===== src/rtl/core/sst_pkg.sv =====
// sst_pkg: shared types and constants for the sorted set table.
// No dependencies; used by sst_cell and sorted_set_table_unit.
package sst_pkg;

	localparam int CAPACITY_DEF = 16;
	localparam int VALUE_W      = 32;
	localparam int COUNT_OUT_W  = 5;

	typedef enum logic [1:0] {
		MODE_INSERT = 2'd0,
		MODE_REMOVE = 2'd1,
		MODE_LOOKUP = 2'd2,
		MODE_CLEAR  = 2'd3
	} mode_t;

	// Shift command broadcast to every cell of the chain.
	typedef struct packed {
		logic ins;
		logic rem;
	} shift_cmd_t;

	// Signed order on two's-complement patterns.
	function automatic logic less_than(input logic [VALUE_W-1:0] a,
		input logic [VALUE_W-1:0] b);
		less_than = $signed(a) < $signed(b);
	endfunction

endpackage


===== src/rtl/core/sst_cell.sv =====
// sst_cell: one entry of the sorted chain with its compare and shift logic.
// Depends on sst_pkg.
module sst_cell
	import sst_pkg::*;
#(
	parameter int IDX     = 0,
	parameter int COUNT_W = 5
) (
	input  logic               clk,
	input  logic [COUNT_W-1:0] count_q,
	input  shift_cmd_t         cmd,
	input  logic [VALUE_W-1:0] key,
	input  logic               prev_lt,
	input  logic [VALUE_W-1:0] prev_entry,
	input  logic               has_next,
	input  logic [VALUE_W-1:0] next_entry,
	output logic [VALUE_W-1:0] entry_q,
	output logic               valid,
	output logic               lt,
	output logic               eq
);

	logic [VALUE_W-1:0] entry_d;

	assign valid = count_q > COUNT_W'(IDX);
	assign lt    = valid & less_than(entry_q, key);
	assign eq    = valid & (entry_q == key);

	always_comb begin
		entry_d = entry_q;
		if (cmd.ins && !lt) begin
			// open the slot at the insertion point, shift the rest up
			entry_d = (IDX == 0 || prev_lt) ? key : prev_entry;
		end else if (cmd.rem && !lt && has_next) begin
			entry_d = next_entry;
		end
	end

	always_ff @(posedge clk) begin
		entry_q <= entry_d;
	end

endmodule


===== src/rtl/core/sorted_set_table_unit.sv =====
// Sorted set table: a chain of CAPACITY cells kept in ascending order.
// The result word appears with done in the cycle after start is taken.
// Throughput: one word per cycle; busy stays low, and each cell's compare and shift are combinational.
// Reset: arst_n empties the set; entry contents are undefined until written.
// Results cannot be stalled: done is a single-cycle strobe.
module sorted_set_table_unit
	import sst_pkg::*;
#(
	parameter int CAPACITY = CAPACITY_DEF
) (
	input  logic                      clk,
	input  logic                      arst_n,
	input  logic                      start,
	output logic                      busy,
	input  logic [1:0]                mode,
	input  logic signed [VALUE_W-1:0] value,
	output logic                      done,
	output logic                      found,
	output logic                      dropped_full,
	output logic [COUNT_OUT_W-1:0]    count,
	output logic signed [VALUE_W-1:0] smallest,
	output logic signed [VALUE_W-1:0] largest
);

	localparam int COUNT_W = $clog2(CAPACITY + 1);

	logic [COUNT_W-1:0] count_q;
	logic               done_q;
	logic               found_q;
	logic               dropped_q;

	logic [VALUE_W-1:0] entry_q [CAPACITY];
	logic [CAPACITY-1:0] valid_v, lt_v, eq_v;
	logic [VALUE_W-1:0] key;
	shift_cmd_t         cmd;
	mode_t              mode_in;
	logic               accept;
	logic               hit;
	logic               full;
	logic [VALUE_W-1:0] top_entry;

	assign key     = value;
	assign mode_in = mode_t'(mode);
	assign accept  = start & ~busy;
	assign busy    = 1'b0;
	assign hit     = |eq_v;
	assign full    = count_q == COUNT_W'(CAPACITY);

	always_comb begin
		cmd.ins = accept && mode_in == MODE_INSERT && !hit && !full;
		cmd.rem = accept && mode_in == MODE_REMOVE && hit;
	end

	genvar gi;
	generate
		for (gi = 0; gi < CAPACITY; gi++) begin : g_cell
			sst_cell #(
				.IDX     (gi),
				.COUNT_W (COUNT_W)
			) u_cell (
				.clk        (clk),
				.count_q    (count_q),
				.cmd        (cmd),
				.key        (key),
				.prev_lt    ((gi == 0) ? 1'b0 : lt_v[(gi == 0) ? 0 : gi-1]),
				.prev_entry (entry_q[(gi == 0) ? 0 : gi-1]),
				.has_next   ((gi == CAPACITY-1) ? 1'b0 : 1'b1),
				.next_entry (entry_q[(gi == CAPACITY-1) ? gi : gi+1]),
				.entry_q    (entry_q[gi]),
				.valid      (valid_v[gi]),
				.lt         (lt_v[gi]),
				.eq         (eq_v[gi])
			);
		end
	endgenerate

	always_ff @(posedge clk or negedge arst_n) begin
		if (!arst_n) begin
			count_q   <= '0;
			done_q    <= 1'b0;
			found_q   <= 1'b0;
			dropped_q <= 1'b0;
		end else begin
			done_q <= accept;
			if (accept) begin
				found_q   <= hit;
				dropped_q <= mode_in == MODE_INSERT && !hit && full;
				if (mode_in == MODE_CLEAR) begin
					count_q <= '0;
				end else if (cmd.ins) begin
					count_q <= count_q + COUNT_W'(1);
				end else if (cmd.rem) begin
					count_q <= count_q - COUNT_W'(1);
				end
			end
		end
	end

	// pick the last valid cell
	always_comb begin
		top_entry = '0;
		for (int i = 0; i < CAPACITY; i++) begin
			if (valid_v[i] && (i == CAPACITY-1 || !valid_v[(i == CAPACITY-1) ? i : i+1])) begin
				top_entry = entry_q[i];
			end
		end
	end

	assign done         = done_q;
	assign found        = found_q;
	assign dropped_full = dropped_q;
	assign count        = COUNT_OUT_W'(count_q);
	assign smallest     = valid_v[0] ? entry_q[0] : '0;
	assign largest      = valid_v[0] ? top_entry : '0;

	a_count_bound: assert property (@(posedge clk) disable iff (!arst_n)
		count_q <= COUNT_W'(CAPACITY))
		else $error("entry count exceeds capacity");

	a_drop_full: assert property (@(posedge clk) disable iff (!arst_n)
		done_q && dropped_q |-> !found_q && count_q == COUNT_W'(CAPACITY))
		else $error("drop reported while not full or value present");

	a_clear: assert property (@(posedge clk) disable iff (!arst_n)
		accept && mode_in == MODE_CLEAR |=> count_q == '0)
		else $error("clear did not empty the set");

	a_one_shift: assert property (@(posedge clk) disable iff (!arst_n)
		!(cmd.ins && cmd.rem))
		else $error("insert and remove shift together");

endmodule

===== config.mk =====
export PLATFORM = sky130hd
export DESIGN_NAME = sorted_set_table_unit
export DESIGN_NICKNAME = d
export VERILOG_FILES = /design/src/rtl/core/sst_pkg.sv /design/src/rtl/core/sst_cell.sv /design/src/rtl/core/sorted_set_table_unit.sv
export SDC_FILE = /design/constraint.sdc
export NUM_CORES = 2
export LEC_CHECK = 0
export CORE_ASPECT_RATIO = 0.8
export CORE_MARGIN = 5
export CORE_UTILIZATION = 39
export DETAILED_ROUTE_END_ITERATION = 10
export DONT_BUFFER_PORTS = 1
export PLACE_DENSITY = 0.62
export SYNTH_ARGS = -nofsm -noshare
export SYNTH_HDL_FRONTEND = slang
export SYNTH_SLANG_ARGS = --single-unit
export TNS_END_PERCENT = 50

===== constraint.sdc =====
create_clock -name clk -period 5.35 [get_ports clk]
set_input_delay 1.07 -clock clk [delete_from_list [all_inputs] [get_ports clk]]
set_output_delay 1.07 -clock clk [all_outputs]
set_load 0.005 [all_outputs]

# Word-level counts from Yosys, hierarchy flattened
# Cells that the tools add are included.
totals:
  ff_bits: 520
  output_inout_bits: 73
  inputBits: 37
  word_cells: 276
classes:
  eq_ne: 19
  bitwise_logic: 32
  n_reduce_logical: 105
  muxes: 66
  magnitude_cmp: 32
  addsub: 2
ops:
  columns: ["cell", "count"]
  rows:
  - ["$mux W32", 63]
  - ["$eq A32 B32 Y1", 16]
  - ["$lt A32 B32 Y1", 16]
  - ["$logic_and A1 B1 Y1", 53]
  - ["$gt A5 B4 Y1 const B", 8]
  - ["$logic_not A1 Y1", 33]
  - ["$and A1 B1 Y1", 32]
  - ["$reduce_bool A2 Y1", 15]
  - ["$gt A5 B3 Y1 const B", 4]
  - ["$reduce_or A16 Y1", 1]
  - ["$mux W5", 3]
  - ["$gt A5 B1 Y1 const B", 2]
  - ["$gt A5 B2 Y1 const B", 2]
  - ["$add A5 B1 Y5 const B", 1]
  - ["$eq A5 B5 Y1 const B", 1]
  - ["$sub A5 B1 Y5 const B", 1]
  - ["$reduce_bool A3 Y1", 1]
  - ["$eq A2 B1 Y1 const B", 1]
  - ["$eq A2 B2 Y1 const B", 1]
  - ["$logic_not A2 Y1", 1]
  - ["$reduce_and A2 Y1", 1]

# Longest topological paths before layout
depth:
  word_depth: 20
  mapped_depth: 15
  ltp_nobuf: 11

# By module
# Synthesis repeated with hierarchy kept, for this count alone.
unflattened:
  cells_unflattened: 4787
  hier_area_um2: 48916.9
by_module_without_submodules:
  columns: ["module", "cells_per_inst", "area_each_um2", "instances", "seq_area_each_um2"]
  rows:
  - ["sst_cell (g_cell[11].u_cell ...)", 226, 2752.6, 2, 960.9]
  - ["sorted_set_table_unit", 866, 5258.8, 1, 200.2]
  - ["sst_cell (g_cell[8].u_cell)", 458, 4033.9, 1, 960.9]
  - ["sst_cell (g_cell[12].u_cell)", 228, 2778.9, 1, 960.9]
  - ["sst_cell (g_cell[7].u_cell)", 261, 2718.9, 1, 960.9]
  - ["sst_cell (g_cell[1].u_cell)", 224, 2702.6, 1, 960.9]
  - ["sst_cell (g_cell[9].u_cell)", 259, 2650.0, 1, 960.9]
  - ["sst_cell (g_cell[6].u_cell)", 258, 2641.3, 1, 960.9]
  - ["sst_cell (g_cell[2].u_cell)", 227, 2626.3, 1, 960.9]
  - ["sst_cell (g_cell[14].u_cell)", 227, 2620.0, 1, 960.9]
  - ["sst_cell (g_cell[5].u_cell)", 227, 2618.8, 1, 960.9]
  - ["sst_cell (g_cell[13].u_cell)", 227, 2617.5, 1, 960.9]
  - ["sst_cell (g_cell[10].u_cell)", 225, 2608.8, 1, 960.9]
  - ["sst_cell (g_cell[4].u_cell)", 228, 2601.2, 1, 960.9]
  - ["2 more rows", null, null, null, null]

# Least setup slack after synthesis
# Ideal clock, no wire load.
synth_path:
  path_type: "input -> register"
  start: "input value[31]"
  end: "register g_cell[7].u_cell.entry_q[0], enable pin"
  setup_time_ns: 0.461
  slack_ns: -0.978
  n_path_buf: 2
  required_time_ns: 4.889
  t_arrival_ns: 5.867
  path_stages: 12
  cell_sequence: "inv_1 -> ha_1 -> nand3_1 -> or3_1 -> or4_1 -> o2111ai_1 -> nor4_4 -> mux2i_1 -> or2_1 -> clkbuf_1 -> clkbuf_1 -> nor3_1"
synth_between:
  elab_chain_len: 8
  word_cells_on_any_way: 43
  cone_classes: "1 x order compare; 16 x eq/ne; 17 x bitwise; 9 x reduce/logical"
synth_lines:
  columns: ["element", "line", "rtl"]
  rows:
  - ["start: declaration", "sorted_set_table_unit.sv:16", "input logic signed [VALUE_W-1:0] value,"]
  - ["parallel branches: the longest is 7 deep, another holds $lt A32 B32 Y1", null, null]
  - ["$reduce_bool A2 Y1 (no line) (*)", null, null]
  - ["end signal: assignment", "sst_cell.sv:40", "entry_q <= entry_d;"]
  - ["end: declaration", "sst_cell.sv:17", "output logic [VALUE_W-1:0] entry_q,"]
# Every way passes the cells marked *.
# A chain may end at the register's enable or synchronous reset.

# Final worst setup path
layout_path:
  start: "register count_q[1], in the netlist count[1]"
  end: "output largest[31]"
layout_between:
  elab_chain_len: 20
  word_cells_on_any_way: 63
  cone_classes: "16 x order compare; 17 x mux; 30 x reduce/logical"
layout_lines:
  columns: ["element", "line", "rtl"]
  rows:
  - ["start: declaration", "sorted_set_table_unit.sv:27", "logic [COUNT_W-1:0] count_q;"]
  - ["start signal: assignment", "sorted_set_table_unit.sv:91", "count_q <= count_q + COUNT_W'(1);"]
  - ["start signal: assignment", "sorted_set_table_unit.sv:93", "count_q <= count_q - COUNT_W'(1);"]
  - ["$gt A5 B1 Y1", "sst_cell.sv:25", "assign valid = count_q > COUNT_W'(IDX);"]
  - ["$logic_not A1 Y1", "sorted_set_table_unit.sv:103", "if (valid_v[i] && (i == CAPACITY-1 || !valid_v[(i == CAPACITY-1) ? i : i+1])) begin"]
  - ["$logic_and A1 B1 Y1", "sorted_set_table_unit.sv:103", null]
  - ["$mux W32 (16 in series)", "sorted_set_table_unit.sv:103", null]
  - ["$mux W32 (*)", "sorted_set_table_unit.sv:114", "assign largest = valid_v[0] ? top_entry : '0;"]
  - ["end: declaration", "sorted_set_table_unit.sv:22", "output logic signed [VALUE_W-1:0] largest"]
# Every way passes the cells marked *; elsewhere a longest branch is shown, timed or not.

==> results_dict.tcl <==
set metrics [dict create \
    rrSetupSlack_ns 0.97 \
    cpLargestDelayFamily "compound AO/OA/AOI/OAI gates" \
    wl_per_cell_um 27.1 \
    p_per_area_nw_per_um2 432 \
    crit_buf_inv 4 \
    path_cells "buf_4 > o21ai_1 > nand2_1 > nor2_4 > buf_4 > buf_4 > a221oi_1 > nor3_1 > o221ai_1 > a21oi_1 > buf_4" \
    antenna_found_initial 3 \
    worst_slack_ns 0.0771 \
    gp_congestion 0.961 \
    yosysSeqAreaShare_pct 37.0 \
    io_buffers 0 \
    drc 0 \
    cts_htree_levels 2 \
    clockRootBuffer "clkbuf_16" \
    core-area_um2 107000 \
    fill_cells 10200 \
    antenna_left 0 \
    final.setup_skew_ns 0.0393 \
    drv_slew 0 \
    run_status "finished, final reports clean" \
    yosys-top-cells-area "edfxtp_1 37%, ha_1 15%, mux2i_1 8.6%" \
    synth_top_area_share_pct 36.5 \
    area_growth_pct 13.8 \
    max_slew_margin_pct 18.2 \
    vias 36900 \
    synth_warnings 0 \
    crit_path_frequent_cell "buf_4" \
    hold_path_class "in2async" \
    ys_types 84 \
    syn_area_um2 42100 \
    fmax_mhz 190 \
    path_clk_slew_ns 0.07 \
    ys_seq_elements 520 \
    grt_pass1_vias 35300 \
    drt-initial-drc-count 4398 \
    multi_input_area_um2 25500 \
    async_flop_share_pct 1.54 \
    grt_overflow 0 \
    avgSynthCellArea_um2 9.85 \
    worst_ep_arrival_time_ns 4.20 \
    cp.required_ns 4.28 \
    cts_inserted_buffers 60 \
    wl_um 157000 \
    grt_start_max_net_pins 65 \
    nNetsFinal 4886 \
    grt_first_pass_wirelength_um 233000 \
    die_h_um 304 \
    worst_slew_pin_slew_ns 1.21 \
    die_x_um 377 \
    grt_setup_unrepaired "no" \
    clock_sinks 520 \
    hold_viol_final 0 \
    power.leakage_nw 19.7 \
    synth-main-ff-cell "edfxtp_1" \
    crit_path_top_delay_cell "dfrtp_2" \
    critical_path_class "reg2out" \
    r2r_cells 11 \
    synth-edff-count 512 \
    grt_use_total_pct 26.4 \
    dp_slack_ns 0.0653 \
    crit_fanout 18 \
    clkLatencyLatePin_ns 0.69 \
    firstDrtPassIters 10 \
    crit_path_end_kind "primary output" \
    finalSetupViolations 0 \
    drive_gt1_share_pct 13.3 \
    fin_util_pct 44.9 \
    start_util_pct 39.4 \
    peakVddDrop_v 0.000333 \
    cts_tree "built" \
    cts.path.max_buffers 3 \
    seqCellArea_um2 15600 \
    finalPower_mw 20.7 \
    syn_nets 4833 \
    place_hpwl_um 122000 \
    synthCells 4278 \
    fp-row-count 107 \
    cp_slowest_stage_delay_ns 0.48 \
    top_level_ports 110 \
    r2r-start "count[2]$_DFFE_PN0P_" \
    r2r_end "g_cell[15].u_cell.entry_q[12]$_DFFE_PP_" \
    fin_crit_ns 5.27 \
    viasPerCell 6.35 \
    cp-start-kind "flop" \
    post-synth-top-area-cell "edfxtp_1" \
    period_share_pct 98.6 \
    die-area_um2 115000 \
    drv_cap 0 \
]
==> Yosys cell counts (all sizes together), types with 57 or more instances <==
| cell type | n |
|---|---|
| ha | 518 |
| nor2b | 57 |
| a21oi | 624 |
| inv | 70 |
| nor2 | 438 |
| nand2 | 179 |
| nor3 | 92 |
| a21o | 96 |
| o21ai | 204 |
| clkbuf | 169 |
| mux2i | 363 |
| nand4 | 124 |
| buf | 111 |
| mux2 | 161 |
| a221oi | 87 |
| edfxtp | 512 |
==> worst register-to-register path: stages (launching register included) <==
cell       delay, ns
dfrtp_1         0.49
buf_4           0.27
nor3_2          0.28
buf_4           0.21
and2_1          0.38
or3_1           0.41
o2111ai_1       0.27
nor4_4          0.37
buf_4           0.20
nand2_4         0.09
buf_12          0.19
a21oi_4         0.83
==> metal layers <==
layer  global-route usage (%)  routed length, um
met5                        0                 26
met4                     7.09               4470
met3                     6.38              16100
met2                     38.5              66200
met1                     38.9              70200
==> where the power goes <==
| group | total, mW | internal (mW) | switching [mW] | leakage (nW) |
|---|---|---|---|---|
| sequential | 5.40 | 5.00 | 0.404 | 4.78 |
| clock | 4.15 | 2.26 | 1.89 | 0.911 |
| combinational | 11.2 | 4.29 | 6.87 | 14.0 |
==> timing repair <==
item                                    CTS  global route
gates resized for setup                  19             5
endpoints found under the setup margin   32             6
hold buffers                              0             0
pin swaps                                 3             0
buffers inserted                          8             0
cloned                                    1             0
==> area by class of cell <==
class                   count  area share, %
multi-input cells        3409           53.3
flip-flops and latches    520           32.5
repair buffers            270           5.99
well taps                1417           3.70
clock buffers              75           3.25
clock inverters            35          0.692
inverters                  70          0.548
diodes                      3         0.0157
==> placed cells by master (no fill, tap or decap), types with 26 or more instances in the layout <==
cell type  count
inv_1         70
nor2_1       422
a21oi_1      615
mux2i_1      358
nor2b_1       50
mux2_2       143
edfxtp_1     512
nand3_1       42
clkbuf_16     60
nand4_1      124
a31oi_1       52
a221oi_1      86
o221ai_1      26
nor3_1        80
a2bb2oi_1     33
ha_1         516
o21ai_0      199
nand2_1      174
a21o_1        96
buf_4        202
buf_12        67
==> flip-flops by register name, summed over array words and instances, names as in the netlist <==
signal and cells:
count 5, g_cell.u_cell.entry_q 512, found 1, done 1
dropped_full 1
==> cell families after synthesis <==
group,share of synthesized area (%)
XOR/XNOR,0.166
buffers and inverters,3.43
multiplexers,13.0
AND/OR/NAND/NOR,11.6
flip-flops,37.0
AO/OA/AOI/OAI,19.5
adder cells (fa/ha/maj),15.4
other,0.00890
==> worst max-delay path by stage <==
stage	to	start	cells past startpoint	slack (ns)
2_1_floorplan	g_cell[11].u_cell.entry_q[0]$_DFFE_PP_	value[31]	12	-0.37
3_3_place_gp	largest[18]	count[1]$_DFFE_PN0P_	13	0.05
3_5_place_dp	largest[18]	count[1]$_DFFE_PN0P_	13	0.07
4_1_cts	largest[18]	count[1]$_DFFE_PN0P_	13	0.009
5_1_grt	largest[4]	count[4]$_DFFE_PN0P_	11	0.01
6_report	largest[31]	count[1]$_DFFE_PN0P_	11	0.08
==> metrics by stage <==
stage / cell area, um2 / hold slack [ns] / TNS [ns] / cells
6_report: 47900 / 0.0924 / 0 / 5799
5_1_grt: 47900 / 0.0691 / 0 / 5796
4_1_cts: 47900 / 0.0593 / 0 / 5796
3_5_place_dp: 45900 / 0.572 / 0 / 5677
3_3_place_gp: 45900 / 0.549 / 0 / 5677
2_1_floorplan: 42100 / 0.514 / -76.67 / 4278
Note: power is estimated with default switching activity, not from simulation.
